$ cat src/hw/rtl/assert_macros.svh
// Assertion macros shared by the RTL of the Gaussian sample generator.
// No dependencies; included by the modules that carry assertions.
`ifndef ASSERT_MACROS_SVH
`define ASSERT_MACROS_SVH

// Property that must hold at every clock edge outside reset.
`define CGLS_ASSERT(label, clk, rst_n, prop, msg) \
    label: assert property (@(posedge clk) disable iff (!rst_n) (prop)) else $error(msg);

// Consequent must hold in the cycle after the antecedent.
`define CGLS_ASSERT_NEXT(label, clk, rst_n, ante, cons, msg) \
    label: assert property (@(posedge clk) disable iff (!rst_n) (ante) |=> (cons)) \
        else $error(msg);

`endif

$ cat src/hw/rtl/cgls_pkg.sv
// Package of the Gaussian sample generator: register map, reset values,
// control struct and widths. No dependencies.
package cgls_pkg;

    localparam int FRACTION_BITS_DEF = 32;
    localparam int LCG_W             = 32;
    localparam int OUT_W             = 35;
    localparam int UNI24_W           = 24;
    localparam int DRAWS             = 6;
    localparam int DRAW_W            = 3;
    localparam int CFG_ADDR_W        = 5;
    localparam int CFG_DATA_W        = 32;
    localparam int REG_IDX_W         = 3;

    // Register indexes (byte address = 4 * index)
    localparam logic [REG_IDX_W-1:0] REG_COMBINED_MODE = 3'd0;
    localparam logic [REG_IDX_W-1:0] REG_MAIN_MUL      = 3'd1;
    localparam logic [REG_IDX_W-1:0] REG_MAIN_INC      = 3'd2;
    localparam logic [REG_IDX_W-1:0] REG_SEC_MUL       = 3'd3;
    localparam logic [REG_IDX_W-1:0] REG_SEC_INC       = 3'd4;
    localparam logic [REG_IDX_W-1:0] REG_MAIN_SEED     = 3'd5;
    localparam logic [REG_IDX_W-1:0] REG_SEC_SEED      = 3'd6;

    localparam logic [LCG_W-1:0] RST_MAIN_MUL  = 32'd1664525;
    localparam logic [LCG_W-1:0] RST_MAIN_INC  = 32'd1013904223;
    localparam logic [LCG_W-1:0] RST_SEC_MUL   = 32'd69069;
    localparam logic [LCG_W-1:0] RST_SEC_INC   = 32'd3;
    localparam logic [LCG_W-1:0] RST_MAIN_SEED = 32'd0;
    localparam logic [LCG_W-1:0] RST_SEC_SEED  = 32'd1;

    typedef struct packed {
        logic             combined;
        logic [LCG_W-1:0] main_mul;
        logic [LCG_W-1:0] main_inc;
        logic [LCG_W-1:0] sec_mul;
        logic [LCG_W-1:0] sec_inc;
        logic [LCG_W-1:0] main_seed;
        logic [LCG_W-1:0] sec_seed;
    } t_cfg;

    // Sequencer commands to the datapath
    typedef struct packed {
        logic load_seed;   // reload generators from the seed registers
        logic init_acc;    // start the sums of a new item
        logic step_main;   // shared unit steps the main generator
        logic step_sec;    // shared unit steps the second generator
        logic accumulate;  // fold the current uniform into the sums
        logic second_grp;  // current uniform belongs to the second group
        logic load_out;    // move the finished sums into the output register
    } t_ctrl;

endpackage

$ cat src/hw/rtl/cgls_ifs.sv
// Valid/ready channel interfaces of the Gaussian sample generator.
// Depends on cgls_pkg for the payload widths.
interface cgls_req_if;
    logic valid;
    logic ready;
    logic reseed;

    modport source (output valid, output reseed, input ready);
    modport sink   (input valid, input reseed, output ready);
endinterface

interface cgls_rsp_if;
    logic                               valid;
    logic                               ready;
    logic signed [cgls_pkg::OUT_W-1:0]  real_part;
    logic signed [cgls_pkg::OUT_W-1:0]  imag_part;

    modport source (output valid, output real_part, output imag_part, input ready);
    modport sink   (input valid, input real_part, input imag_part, output ready);
endinterface

$ cat src/hw/rtl/cgls_regs.sv
// APB-style configuration register file of the Gaussian sample generator.
// Depends on cgls_pkg.
module cgls_regs (
    input  logic                              i_clk,
    input  logic                              i_rst_n,
    input  logic                              psel,
    input  logic                              penable,
    input  logic                              pwrite,
    input  logic [cgls_pkg::CFG_ADDR_W-1:0]   paddr,
    input  logic [cgls_pkg::CFG_DATA_W-1:0]   pwdata,
    output logic [cgls_pkg::CFG_DATA_W-1:0]   prdata,
    output logic                              pready,
    output cgls_pkg::t_cfg                    o_cfg
);

    cgls_pkg::t_cfg                   r_cfg;
    logic [cgls_pkg::REG_IDX_W-1:0]   w_idx;
    logic                             w_wr;

    assign w_idx  = paddr[cgls_pkg::CFG_ADDR_W-1:2];
    assign w_wr   = psel && penable && pwrite;
    assign pready = 1'b1;
    assign o_cfg  = r_cfg;

    always_ff @(posedge i_clk) begin
        if (!i_rst_n) begin
            r_cfg.combined  <= 1'b0;
            r_cfg.main_mul  <= cgls_pkg::RST_MAIN_MUL;
            r_cfg.main_inc  <= cgls_pkg::RST_MAIN_INC;
            r_cfg.sec_mul   <= cgls_pkg::RST_SEC_MUL;
            r_cfg.sec_inc   <= cgls_pkg::RST_SEC_INC;
            r_cfg.main_seed <= cgls_pkg::RST_MAIN_SEED;
            r_cfg.sec_seed  <= cgls_pkg::RST_SEC_SEED;
        end else if (w_wr) begin
            case (w_idx)
                cgls_pkg::REG_COMBINED_MODE: r_cfg.combined  <= pwdata[0];
                cgls_pkg::REG_MAIN_MUL:      r_cfg.main_mul  <= pwdata;
                cgls_pkg::REG_MAIN_INC:      r_cfg.main_inc  <= pwdata;
                cgls_pkg::REG_SEC_MUL:       r_cfg.sec_mul   <= pwdata;
                cgls_pkg::REG_SEC_INC:       r_cfg.sec_inc   <= pwdata;
                cgls_pkg::REG_MAIN_SEED:     r_cfg.main_seed <= pwdata;
                cgls_pkg::REG_SEC_SEED:      r_cfg.sec_seed  <= pwdata;
                default: ;
            endcase
        end
    end

    always_comb begin
        case (w_idx)
            cgls_pkg::REG_COMBINED_MODE: prdata = {31'd0, r_cfg.combined};
            cgls_pkg::REG_MAIN_MUL:      prdata = r_cfg.main_mul;
            cgls_pkg::REG_MAIN_INC:      prdata = r_cfg.main_inc;
            cgls_pkg::REG_SEC_MUL:       prdata = r_cfg.sec_mul;
            cgls_pkg::REG_SEC_INC:       prdata = r_cfg.sec_inc;
            cgls_pkg::REG_MAIN_SEED:     prdata = r_cfg.main_seed;
            cgls_pkg::REG_SEC_SEED:      prdata = r_cfg.sec_seed;
            default:                     prdata = '0;
        endcase
    end

endmodule

$ cat src/hw/rtl/cgls_mac.sv
// Shared 32-bit multiply-add unit: y = a * b + c mod 2^32.
// Depends on cgls_pkg.
module cgls_mac (
    input  logic [cgls_pkg::LCG_W-1:0] i_a,
    input  logic [cgls_pkg::LCG_W-1:0] i_b,
    input  logic [cgls_pkg::LCG_W-1:0] i_c,
    output logic [cgls_pkg::LCG_W-1:0] o_y
);

    logic [2*cgls_pkg::LCG_W-1:0] w_prod;

    assign w_prod = i_a * i_b;
    assign o_y    = w_prod[cgls_pkg::LCG_W-1:0] + i_c;

endmodule

$ cat src/hw/rtl/cgls_ctrl.sv
// Sequencer of the Gaussian sample generator: steps six draws through the
// shared multiply-add unit. Depends on cgls_pkg and assert_macros.svh.
`include "assert_macros.svh"
module cgls_ctrl (
    input  logic            i_clk,
    input  logic            i_rst_n,
    input  logic            i_in_valid,
    input  logic            i_reseed,
    input  logic            i_combined,
    input  logic            i_out_busy,
    output logic            o_in_ready,
    output cgls_pkg::t_ctrl o_ctl
);

    localparam logic [2:0] ST_IDLE = 3'd0;
    localparam logic [2:0] ST_MAIN = 3'd1;
    localparam logic [2:0] ST_SEC  = 3'd2;
    localparam logic [2:0] ST_ACC  = 3'd3;
    localparam logic [2:0] ST_FIN  = 3'd4;

    localparam logic [cgls_pkg::DRAW_W-1:0] LAST_DRAW = cgls_pkg::DRAW_W'(cgls_pkg::DRAWS - 1);
    localparam logic [cgls_pkg::DRAW_W-1:0] GRP_SIZE  = cgls_pkg::DRAW_W'(cgls_pkg::DRAWS / 2);

    logic [2:0]                    r_state, n_state;
    logic [cgls_pkg::DRAW_W-1:0]   r_draw, n_draw;
    logic                          w_accept;

    assign o_in_ready = (r_state == ST_IDLE);
    assign w_accept   = i_in_valid && o_in_ready;

    always_comb begin
        n_state = r_state;
        n_draw  = r_draw;
        o_ctl   = '0;
        case (r_state)
            ST_IDLE: begin
                if (w_accept) begin
                    o_ctl.load_seed = i_reseed;
                    o_ctl.init_acc  = 1'b1;
                    n_draw          = '0;
                    n_state         = ST_MAIN;
                end
            end
            ST_MAIN: begin
                o_ctl.step_main = 1'b1;
                n_state         = i_combined ? ST_SEC : ST_ACC;
            end
            ST_SEC: begin
                o_ctl.step_sec = 1'b1;
                n_state        = ST_ACC;
            end
            ST_ACC: begin
                o_ctl.accumulate = 1'b1;
                o_ctl.second_grp = (r_draw >= GRP_SIZE);
                if (r_draw == LAST_DRAW) begin
                    n_state = ST_FIN;
                end else begin
                    n_draw  = r_draw + 1'b1;
                    n_state = ST_MAIN;
                end
            end
            ST_FIN: begin
                // hold the sums until the output register frees up
                if (!i_out_busy) begin
                    o_ctl.load_out = 1'b1;
                    n_state        = ST_IDLE;
                end
            end
            default: n_state = ST_IDLE;
        endcase
    end

    always_ff @(posedge i_clk) begin
        if (!i_rst_n) begin
            r_state <= ST_IDLE;
            r_draw  <= '0;
        end else begin
            r_state <= n_state;
            r_draw  <= n_draw;
        end
    end

    `CGLS_ASSERT(a_draw_range, i_clk, i_rst_n, r_draw <= LAST_DRAW, "draw count out of range")
    `CGLS_ASSERT_NEXT(a_accept_starts, i_clk, i_rst_n, i_rst_n && w_accept,
        r_state == ST_MAIN, "accepted item did not start a draw")
    `CGLS_ASSERT_NEXT(a_fin_release, i_clk, i_rst_n, r_state == ST_FIN && !i_out_busy,
        r_state == ST_IDLE, "finished item did not release the sequencer")

endmodule

$ cat src/hw/rtl/cgls_datapath.sv
// Datapath of the Gaussian sample generator: generator state, shared
// multiply-add unit, running sums and output register.
// Depends on cgls_pkg, cgls_mac and assert_macros.svh.
`include "assert_macros.svh"
module cgls_datapath #(
    parameter int FRACTION_BITS = cgls_pkg::FRACTION_BITS_DEF
) (
    input  logic                              i_clk,
    input  logic                              i_rst_n,
    input  cgls_pkg::t_cfg                    i_cfg,
    input  cgls_pkg::t_ctrl                   i_ctl,
    input  logic                              i_out_ready,
    output logic                              o_out_valid,
    output logic                              o_out_busy,
    output logic signed [cgls_pkg::OUT_W-1:0] o_real_part,
    output logic signed [cgls_pkg::OUT_W-1:0] o_imag_part
);

    localparam int SHR = cgls_pkg::LCG_W - FRACTION_BITS;
    localparam int SHL = FRACTION_BITS - cgls_pkg::UNI24_W;
    localparam logic [cgls_pkg::OUT_W-1:0] THREE = cgls_pkg::OUT_W'(3) << FRACTION_BITS;

    logic [cgls_pkg::LCG_W-1:0]    r_main, r_second, r_mark;
    logic [cgls_pkg::OUT_W-1:0]    r_re, r_im;
    logic [cgls_pkg::OUT_W-1:0]    r_out_re, r_out_im;
    logic                          r_out_valid;
    logic [cgls_pkg::LCG_W-1:0]    w_mac_a, w_mac_b, w_mac_c, w_mac_y;
    logic [cgls_pkg::LCG_W-1:0]    w_diff;
    logic [cgls_pkg::UNI24_W-1:0]  w_u24;
    logic [cgls_pkg::OUT_W-1:0]    w_uni;
    logic                          w_hit_mark;

    // one multiplier shared by both generators
    assign w_mac_a = i_ctl.step_sec ? i_cfg.sec_mul : i_cfg.main_mul;
    assign w_mac_b = i_ctl.step_sec ? r_second      : r_main;
    assign w_mac_c = i_ctl.step_sec ? i_cfg.sec_inc : i_cfg.main_inc;

    cgls_mac u_mac (
        .i_a (w_mac_a),
        .i_b (w_mac_b),
        .i_c (w_mac_c),
        .o_y (w_mac_y)
    );

    assign w_diff     = r_main - r_second;
    assign w_u24      = {w_diff[cgls_pkg::LCG_W-1:9], 1'b1};
    assign w_hit_mark = (r_second == r_mark);

    always_comb begin
        if (i_cfg.combined) begin
            w_uni = {{(cgls_pkg::OUT_W-cgls_pkg::UNI24_W){1'b0}}, w_u24} << SHL;
        end else begin
            w_uni = {{(cgls_pkg::OUT_W-cgls_pkg::LCG_W){1'b0}}, r_main} >> SHR;
        end
    end

    always_ff @(posedge i_clk) begin
        if (!i_rst_n) begin
            r_main   <= cgls_pkg::RST_MAIN_SEED;
            r_second <= cgls_pkg::RST_SEC_SEED;
            r_mark   <= cgls_pkg::RST_SEC_SEED;
        end else if (i_ctl.load_seed) begin
            r_main   <= i_cfg.main_seed;
            r_second <= i_cfg.sec_seed;
            r_mark   <= i_cfg.sec_seed;
        end else begin
            if (i_ctl.step_main) begin
                r_main <= w_mac_y;
            end
            if (i_ctl.step_sec) begin
                r_second <= w_mac_y;
            end
            // advance the second generator past its cycle mark
            if (i_ctl.accumulate && i_cfg.combined && w_hit_mark) begin
                r_second <= r_second + 1'b1;
                r_mark   <= r_mark + 1'b1;
            end
        end
    end

    // real sum counts down from three, imag adds the first group, subtracts the second
    always_ff @(posedge i_clk) begin
        if (i_ctl.init_acc) begin
            r_re <= THREE;
            r_im <= '0;
        end else if (i_ctl.accumulate) begin
            r_re <= r_re - w_uni;
            r_im <= i_ctl.second_grp ? (r_im - w_uni) : (r_im + w_uni);
        end
    end

    always_ff @(posedge i_clk) begin
        if (i_ctl.load_out) begin
            r_out_re <= r_re;
            r_out_im <= r_im;
        end
    end

    always_ff @(posedge i_clk) begin
        if (!i_rst_n) begin
            r_out_valid <= 1'b0;
        end else if (i_ctl.load_out) begin
            r_out_valid <= 1'b1;
        end else if (i_out_ready) begin
            r_out_valid <= 1'b0;
        end
    end

    assign o_out_valid = r_out_valid;
    assign o_out_busy  = r_out_valid && !i_out_ready;
    assign o_real_part = r_out_re;
    assign o_imag_part = r_out_im;

    `CGLS_ASSERT_NEXT(a_load_sets_valid, i_clk, i_rst_n, i_rst_n && i_ctl.load_out,
        r_out_valid, "output register loaded but not valid")
    `CGLS_ASSERT(a_no_overwrite, i_clk, i_rst_n, !(i_ctl.load_out && o_out_busy),
        "output register overwritten while item waits")

endmodule

$ cat src/hw/rtl/complex_gaussian_lcg_sum_unit.sv
// Approximately Gaussian complex sample generator (sum of six uniforms).
// Channels: i_req (sink, valid/ready, field reseed) asks for one sample;
// o_rsp (source, valid/ready, real_part and imag_part, 35-bit signed with
// FRACTION_BITS fraction bits) returns it. The APB port (psel ... pready,
// byte address 4 * register index) sets mode, multipliers, increments and
// seeds; write it only while no item is in flight.
// Each item runs six draws through one shared 32x32 multiply-add unit; a draw
// steps through step and accumulate in simple mode, and through step main, step
// second and accumulate in combined mode. i_req is not ready while an item is in
// the sequencer and is ready again once its result is loaded into the output
// register. A new request is taken while the previous result still waits on
// o_rsp; a stalled receiver holds the sequencer, with the finished sums, in its
// finish state until the output register frees up. Reset clears the registers to
// their default values and loads the generators from the default seeds.
// Depends on cgls_pkg, cgls_ifs, cgls_regs, cgls_ctrl, cgls_datapath.
module complex_gaussian_lcg_sum_unit #(
    parameter int FRACTION_BITS = cgls_pkg::FRACTION_BITS_DEF
) (
    input  logic                              i_clk,
    input  logic                              i_rst_n,
    cgls_req_if.sink                          i_req,
    cgls_rsp_if.source                        o_rsp,
    input  logic                              psel,
    input  logic                              penable,
    input  logic                              pwrite,
    input  logic [cgls_pkg::CFG_ADDR_W-1:0]   paddr,
    input  logic [cgls_pkg::CFG_DATA_W-1:0]   pwdata,
    output logic [cgls_pkg::CFG_DATA_W-1:0]   prdata,
    output logic                              pready
);

    cgls_pkg::t_cfg  w_cfg;
    cgls_pkg::t_ctrl w_ctl;
    logic            w_in_ready;
    logic            w_out_busy;
    logic            w_out_valid;
    logic signed [cgls_pkg::OUT_W-1:0] w_real, w_imag;

    cgls_regs u_regs (
        .i_clk   (i_clk),
        .i_rst_n (i_rst_n),
        .psel    (psel),
        .penable (penable),
        .pwrite  (pwrite),
        .paddr   (paddr),
        .pwdata  (pwdata),
        .prdata  (prdata),
        .pready  (pready),
        .o_cfg   (w_cfg)
    );

    cgls_ctrl u_ctrl (
        .i_clk      (i_clk),
        .i_rst_n    (i_rst_n),
        .i_in_valid (i_req.valid),
        .i_reseed   (i_req.reseed),
        .i_combined (w_cfg.combined),
        .i_out_busy (w_out_busy),
        .o_in_ready (w_in_ready),
        .o_ctl      (w_ctl)
    );

    cgls_datapath #(
        .FRACTION_BITS (FRACTION_BITS)
    ) u_dp (
        .i_clk       (i_clk),
        .i_rst_n     (i_rst_n),
        .i_cfg       (w_cfg),
        .i_ctl       (w_ctl),
        .i_out_ready (o_rsp.ready),
        .o_out_valid (w_out_valid),
        .o_out_busy  (w_out_busy),
        .o_real_part (w_real),
        .o_imag_part (w_imag)
    );

    assign i_req.ready     = w_in_ready;
    assign o_rsp.valid     = w_out_valid;
    assign o_rsp.real_part = w_real;
    assign o_rsp.imag_part = w_imag;

endmodule

$ cat src/flat_wrapper.sv
// flat-port wrapper written by rule: the top's interface ports become plain ports
module complex_gaussian_lcg_sum_unit_flat 
#(
    parameter int FRACTION_BITS = cgls_pkg::FRACTION_BITS_DEF
)
  (i_clk, i_rst_n, psel, penable, pwrite, paddr, pwdata, prdata, pready, i_req_valid, i_req_reseed, i_req_ready, o_rsp_valid, o_rsp_real_part, o_rsp_imag_part, o_rsp_ready);
  cgls_req_if i_req_i ();
  cgls_rsp_if o_rsp_i ();
  input  logic i_clk;
  input  logic i_rst_n;
  input  logic psel;
  input  logic penable;
  input  logic pwrite;
  input  logic [cgls_pkg::CFG_ADDR_W-1:0] paddr;
  input  logic [cgls_pkg::CFG_DATA_W-1:0] pwdata;
  output logic [cgls_pkg::CFG_DATA_W-1:0] prdata;
  output logic pready;
  input wire logic [$bits(i_req_i.valid)-1:0] i_req_valid;
  input wire logic [$bits(i_req_i.reseed)-1:0] i_req_reseed;
  output wire logic [$bits(i_req_i.ready)-1:0] i_req_ready;
  output wire logic [$bits(o_rsp_i.valid)-1:0] o_rsp_valid;
  output wire logic [$bits(o_rsp_i.real_part)-1:0] o_rsp_real_part;
  output wire logic [$bits(o_rsp_i.imag_part)-1:0] o_rsp_imag_part;
  input wire logic [$bits(o_rsp_i.ready)-1:0] o_rsp_ready;
  assign i_req_i.valid = i_req_valid;
  assign i_req_i.reseed = i_req_reseed;
  assign i_req_ready = i_req_i.ready;
  assign o_rsp_valid = o_rsp_i.valid;
  assign o_rsp_real_part = o_rsp_i.real_part;
  assign o_rsp_imag_part = o_rsp_i.imag_part;
  assign o_rsp_i.ready = o_rsp_ready;
  complex_gaussian_lcg_sum_unit #(.FRACTION_BITS(FRACTION_BITS)) u_core (.i_clk(i_clk), .i_rst_n(i_rst_n), .i_req(i_req_i), .o_rsp(o_rsp_i), .psel(psel), .penable(penable), .pwrite(pwrite), .paddr(paddr), .pwdata(pwdata), .prdata(prdata), .pready(pready));
endmodule
$ cat config.mk
export PLATFORM = sky130hd
export DESIGN_NAME = complex_gaussian_lcg_sum_unit_flat
export DESIGN_NICKNAME = d
export VERILOG_FILES = /design/src/hw/rtl/cgls_pkg.sv /design/src/hw/rtl/cgls_ifs.sv /design/src/hw/rtl/cgls_regs.sv /design/src/hw/rtl/cgls_mac.sv /design/src/hw/rtl/cgls_ctrl.sv /design/src/hw/rtl/cgls_datapath.sv /design/src/hw/rtl/complex_gaussian_lcg_sum_unit.sv /design/src/flat_wrapper.sv
export VERILOG_INCLUDE_DIRS = /design/src /design/src/hw/rtl
export SDC_FILE = /design/constraint.sdc
export NUM_CORES = 2
export LEC_CHECK = 0
export BUFFER_PORTS_ARGS = -buffer_cell sky130_fd_sc_hd__buf_2
export CAP_MARGIN = 20
export CORE_MARGIN = 5
export CORE_UTILIZATION = 25
export DETAILED_ROUTE_END_ITERATION = 7
export PLACE_DENSITY_LB_ADDON = 0.15
export SLEW_MARGIN = 20
export SYNTH_ARGS = -nofsm -noshare
export SYNTH_HDL_FRONTEND = slang
export SYNTH_SLANG_ARGS = --single-unit
$ cat constraint.sdc
create_clock -name i_clk -period 16.5 [get_ports i_clk]
set_input_delay 2.475 -clock i_clk [delete_from_list [all_inputs] [get_ports i_clk]]
set_output_delay 2.475 -clock i_clk [all_outputs]
set_load 0.02 [all_outputs]
==> impl_metrics.yaml <==
worst_setup_path:
  required_ns: 17.04
  critPathArrivalTime_ns: 11.03
  rr_endpoint: "u_core.u_dp.r_main[31]"
  cp-endpoint: "u_core.u_dp.r_main[31]"
  critPathSlowestCell: "mux2i_1"
  r2r_cells: 29
  reg2reg_from: "u_core.u_ctrl.r_state[2]"
  crit_start: "u_core.u_ctrl.r_state[2]"
  crit_buf_inv: 5
  cp_top_family: "adder cells"
  cp-start-kind: "register"
  crit_type: "register to register"
  cp.depth: 29
  worst_path_largest_cell_delay_ns: 0.75
  cp_common_cell: "fa_1"
  cp_max_fo: 40
  reg2reg_slack_ns: 6.01
  end_kind: "register"
sta:
  fin_crit_sh: 0.636
  hold_viol_final: 0
  fin_tns_setup_ns: 0
  slew_violations: 0
  fmax_mhz: 95.3
  skew_ns: 0.0430
  fin_crit_ns: 10.49
  max-slew-margin-rel: 0.186
  setup_violations: 0
  worst_pin_slew_ns: 1.22
  rsz0062_at_grt: "false"
global_route:
  grt_util_met1: 0.268
  grt_max_degree: 93
  grt_pass1_wl_um: 252000
  antenna_found_initial: 10
  grt_use_total: 0.196
  grt_pass1_vias: 35900
  gr-usage-met2: 0.324
  grt_overflow: 0
  met3_usage: 0.0225
  busiest_layer: "met2"
layout:
  fillers: 17800
  drive_gt1_frac: 0.0852
  area_delta_synth_final_pct: 12.6
  nNetsFinal: 5762
clocking:
  cts_tree: "yes"
  root_buffer: "clkbuf_16"
  clock_latency_ns: 0.64
  cts_buffers: 52
  post_cts_resize_count: 0
  h-tree-depth: 2
  cts_hold_buffers: 0
  post_cts_buffers: 0
  clkTransAtPathRegs_ns: 0.06
  clock_sinks: 436
  cts_max_path_buffers: 3
route:
  drcViolationCount: 0
  post_drt_wl_per_cell_um: 23.8
  vias_per_cell: 4.90
  firstDrtPassIters: 7
  wl_um: 173000
  vias: 35600
  drt_iter0_drc: 2706
  postRouteAntennaNets: 0
logic_synthesis:
  synth.avg_cell_area_um2: 8.16
  yosysTopAreaCell: "fa_1"
  synth.most_common_cell: "nand2_1"
  ys_top_cells_by_count: "nand2_1 (918), inv_1 (579), fa_1 (440)"
  synthesis.nets: 5732
  yosysUniqueCellTypes: 92
  synth_area_leaders: "fa_1 (21%), dfxtp_1 (18%), nand2_1 (8.4%), ha_1 (6.9%), inv_1 (5.3%)"
  synth-edff-count: 70
  synth_top_area_share: 0.215
  yosysWarnings: 0
  ys_seq_elements: 436
  synthArstFlopShare: 0
  syn_area_mm2: 0.0410
  synthCells: 5021
  synthFlopType: "dfxtp_1"
  synth_seq_area_share: 0.230
floorplan:
  initial_utilization: 0.251
  die_height_um: 415
  die_w_um: 415
  core_area_mm2: 0.163
  row_count: 148
  die_area_mm2: 0.172
  pin_count: 150
run_status:
  status: "completed"
place:
  io_buffers: 146
  globalplace.congestion: 0.882
  dp_hpwl_um: 128000
run:
  maxCapViolCount: 0
worst_hold_path:
  holdCritPathClass: "register to register"
cell families after synthesis:
group	synth area share
compound gates	0.145
buf+inv	0.0790
other cells	0.0000915
mux	0.0239
xor+xnor	0.0540
simple gates	0.184
fa+ha+maj	0.284
flops	0.230
how the worst min path moves through the flow:
stage | cells past startpoint | from | slack (ns) | endpoint
detailed placement | 0 | u_core.u_dp.r_im[0] | 0.45 | u_core.u_dp.o_imag_part[0]
global route | 0 | u_core.u_dp.r_im[0] | 0.48 | u_core.u_dp.o_imag_part[0]
finish | 0 | u_core.u_dp.r_im[0] | 0.46 | u_core.u_dp.o_imag_part[0]
floorplan | 0 | u_core.u_dp.r_im[0] | 0.43 | u_core.u_dp.o_imag_part[0]
CTS | 0 | u_core.u_dp.r_im[0] | 0.46 | u_core.u_dp.o_imag_part[0]
global placement | 0 | u_core.u_dp.r_im[0] | 0.45 | u_core.u_dp.o_imag_part[0]
metrics by stage:
step / cell area, um^2 / utilization / hold slack, ns / cells / worst slack, ns
floorplan: 41000 / - / 0.430 / 5021 / 7.37
global placement: 44300 / 0.272 / 0.447 / 7171 / 6.07
detailed placement: 44300 / 0.272 / 0.449 / 7172 / 5.98
CTS: 46100 / 0.283 / 0.464 / 7268 / 5.96
global route: 46100 / 0.283 / 0.476 / 7268 / 5.42
finish: 46100 / 0.283 / 0.459 / 7271 / 6.01
flip-flops by register name (all words and copies together) (netlist names):
| register | cells |
|---|---|
| u_core.u_regs.o_cfg | 193 |
| u_core.u_dp.r_second | 32 |
| u_core.u_dp.r_main | 32 |
| u_core.u_ctrl.r_state | 3 |
| u_core.u_dp.r_mark | 32 |
| u_core.u_dp.r_im | 35 |
| u_core.u_dp.o_imag_part | 35 |
| u_core.u_dp.r_re | 35 |
| u_core.u_dp.o_real_part | 35 |
| u_core.u_ctrl.r_draw | 3 |
| u_core.u_dp.o_out_valid | 1 |
per-layer routing:
metal  vias up  share of wire  routed length [um]
li1      16600              -                   -
met1     17800           0.45               78300
met2      1073           0.46               80100
met3       204          0.052                9050
met4         0          0.033                5640
met5         -              0                   0
layout make-up:
class                      instances  area (um^2)  area share
antenna                            3         7.51    0.000163
clock buffer                      66         1460      0.0315
clock inverter                    30          392     0.00849
inverter                         579         2180      0.0473
multi-input combinational       3744        28500       0.618
sequential                       436         9430       0.204
tap                             2175         2720      0.0590
timing repair buffer             238         1450      0.0314
cells in the final DEF (no fill, tap or decap), drive strengths merged, types with 18 or more instances in the layout:
master  Yosys  layout
nor2      433     433
ha        226     226
or2        23      23
xor2       57      57
o21a       24      24
nand3     166     166
fa        440     440
nand2b     26      26
edfxtp     70      70
and2       25      25
a211oi     19      19
nand4      25      25
a21boi     18      18
clkbuf    231      66
buf        31     238
nor3       50      50
dfxtp     366     366
and3       27      27
o21ai     196     196
mux2i      79      79
o31ai      21      21
a21oi     360     360
xnor2     195     195
inv       579     581
a31oi      37      37
nor2b      21      21
a21o       45      45
a22oi     138     138
nand2     920     920
Power is left out: the tool's default activity adds up to more than one toggle a clock period on the data nets, which glitch-free logic cannot reach.
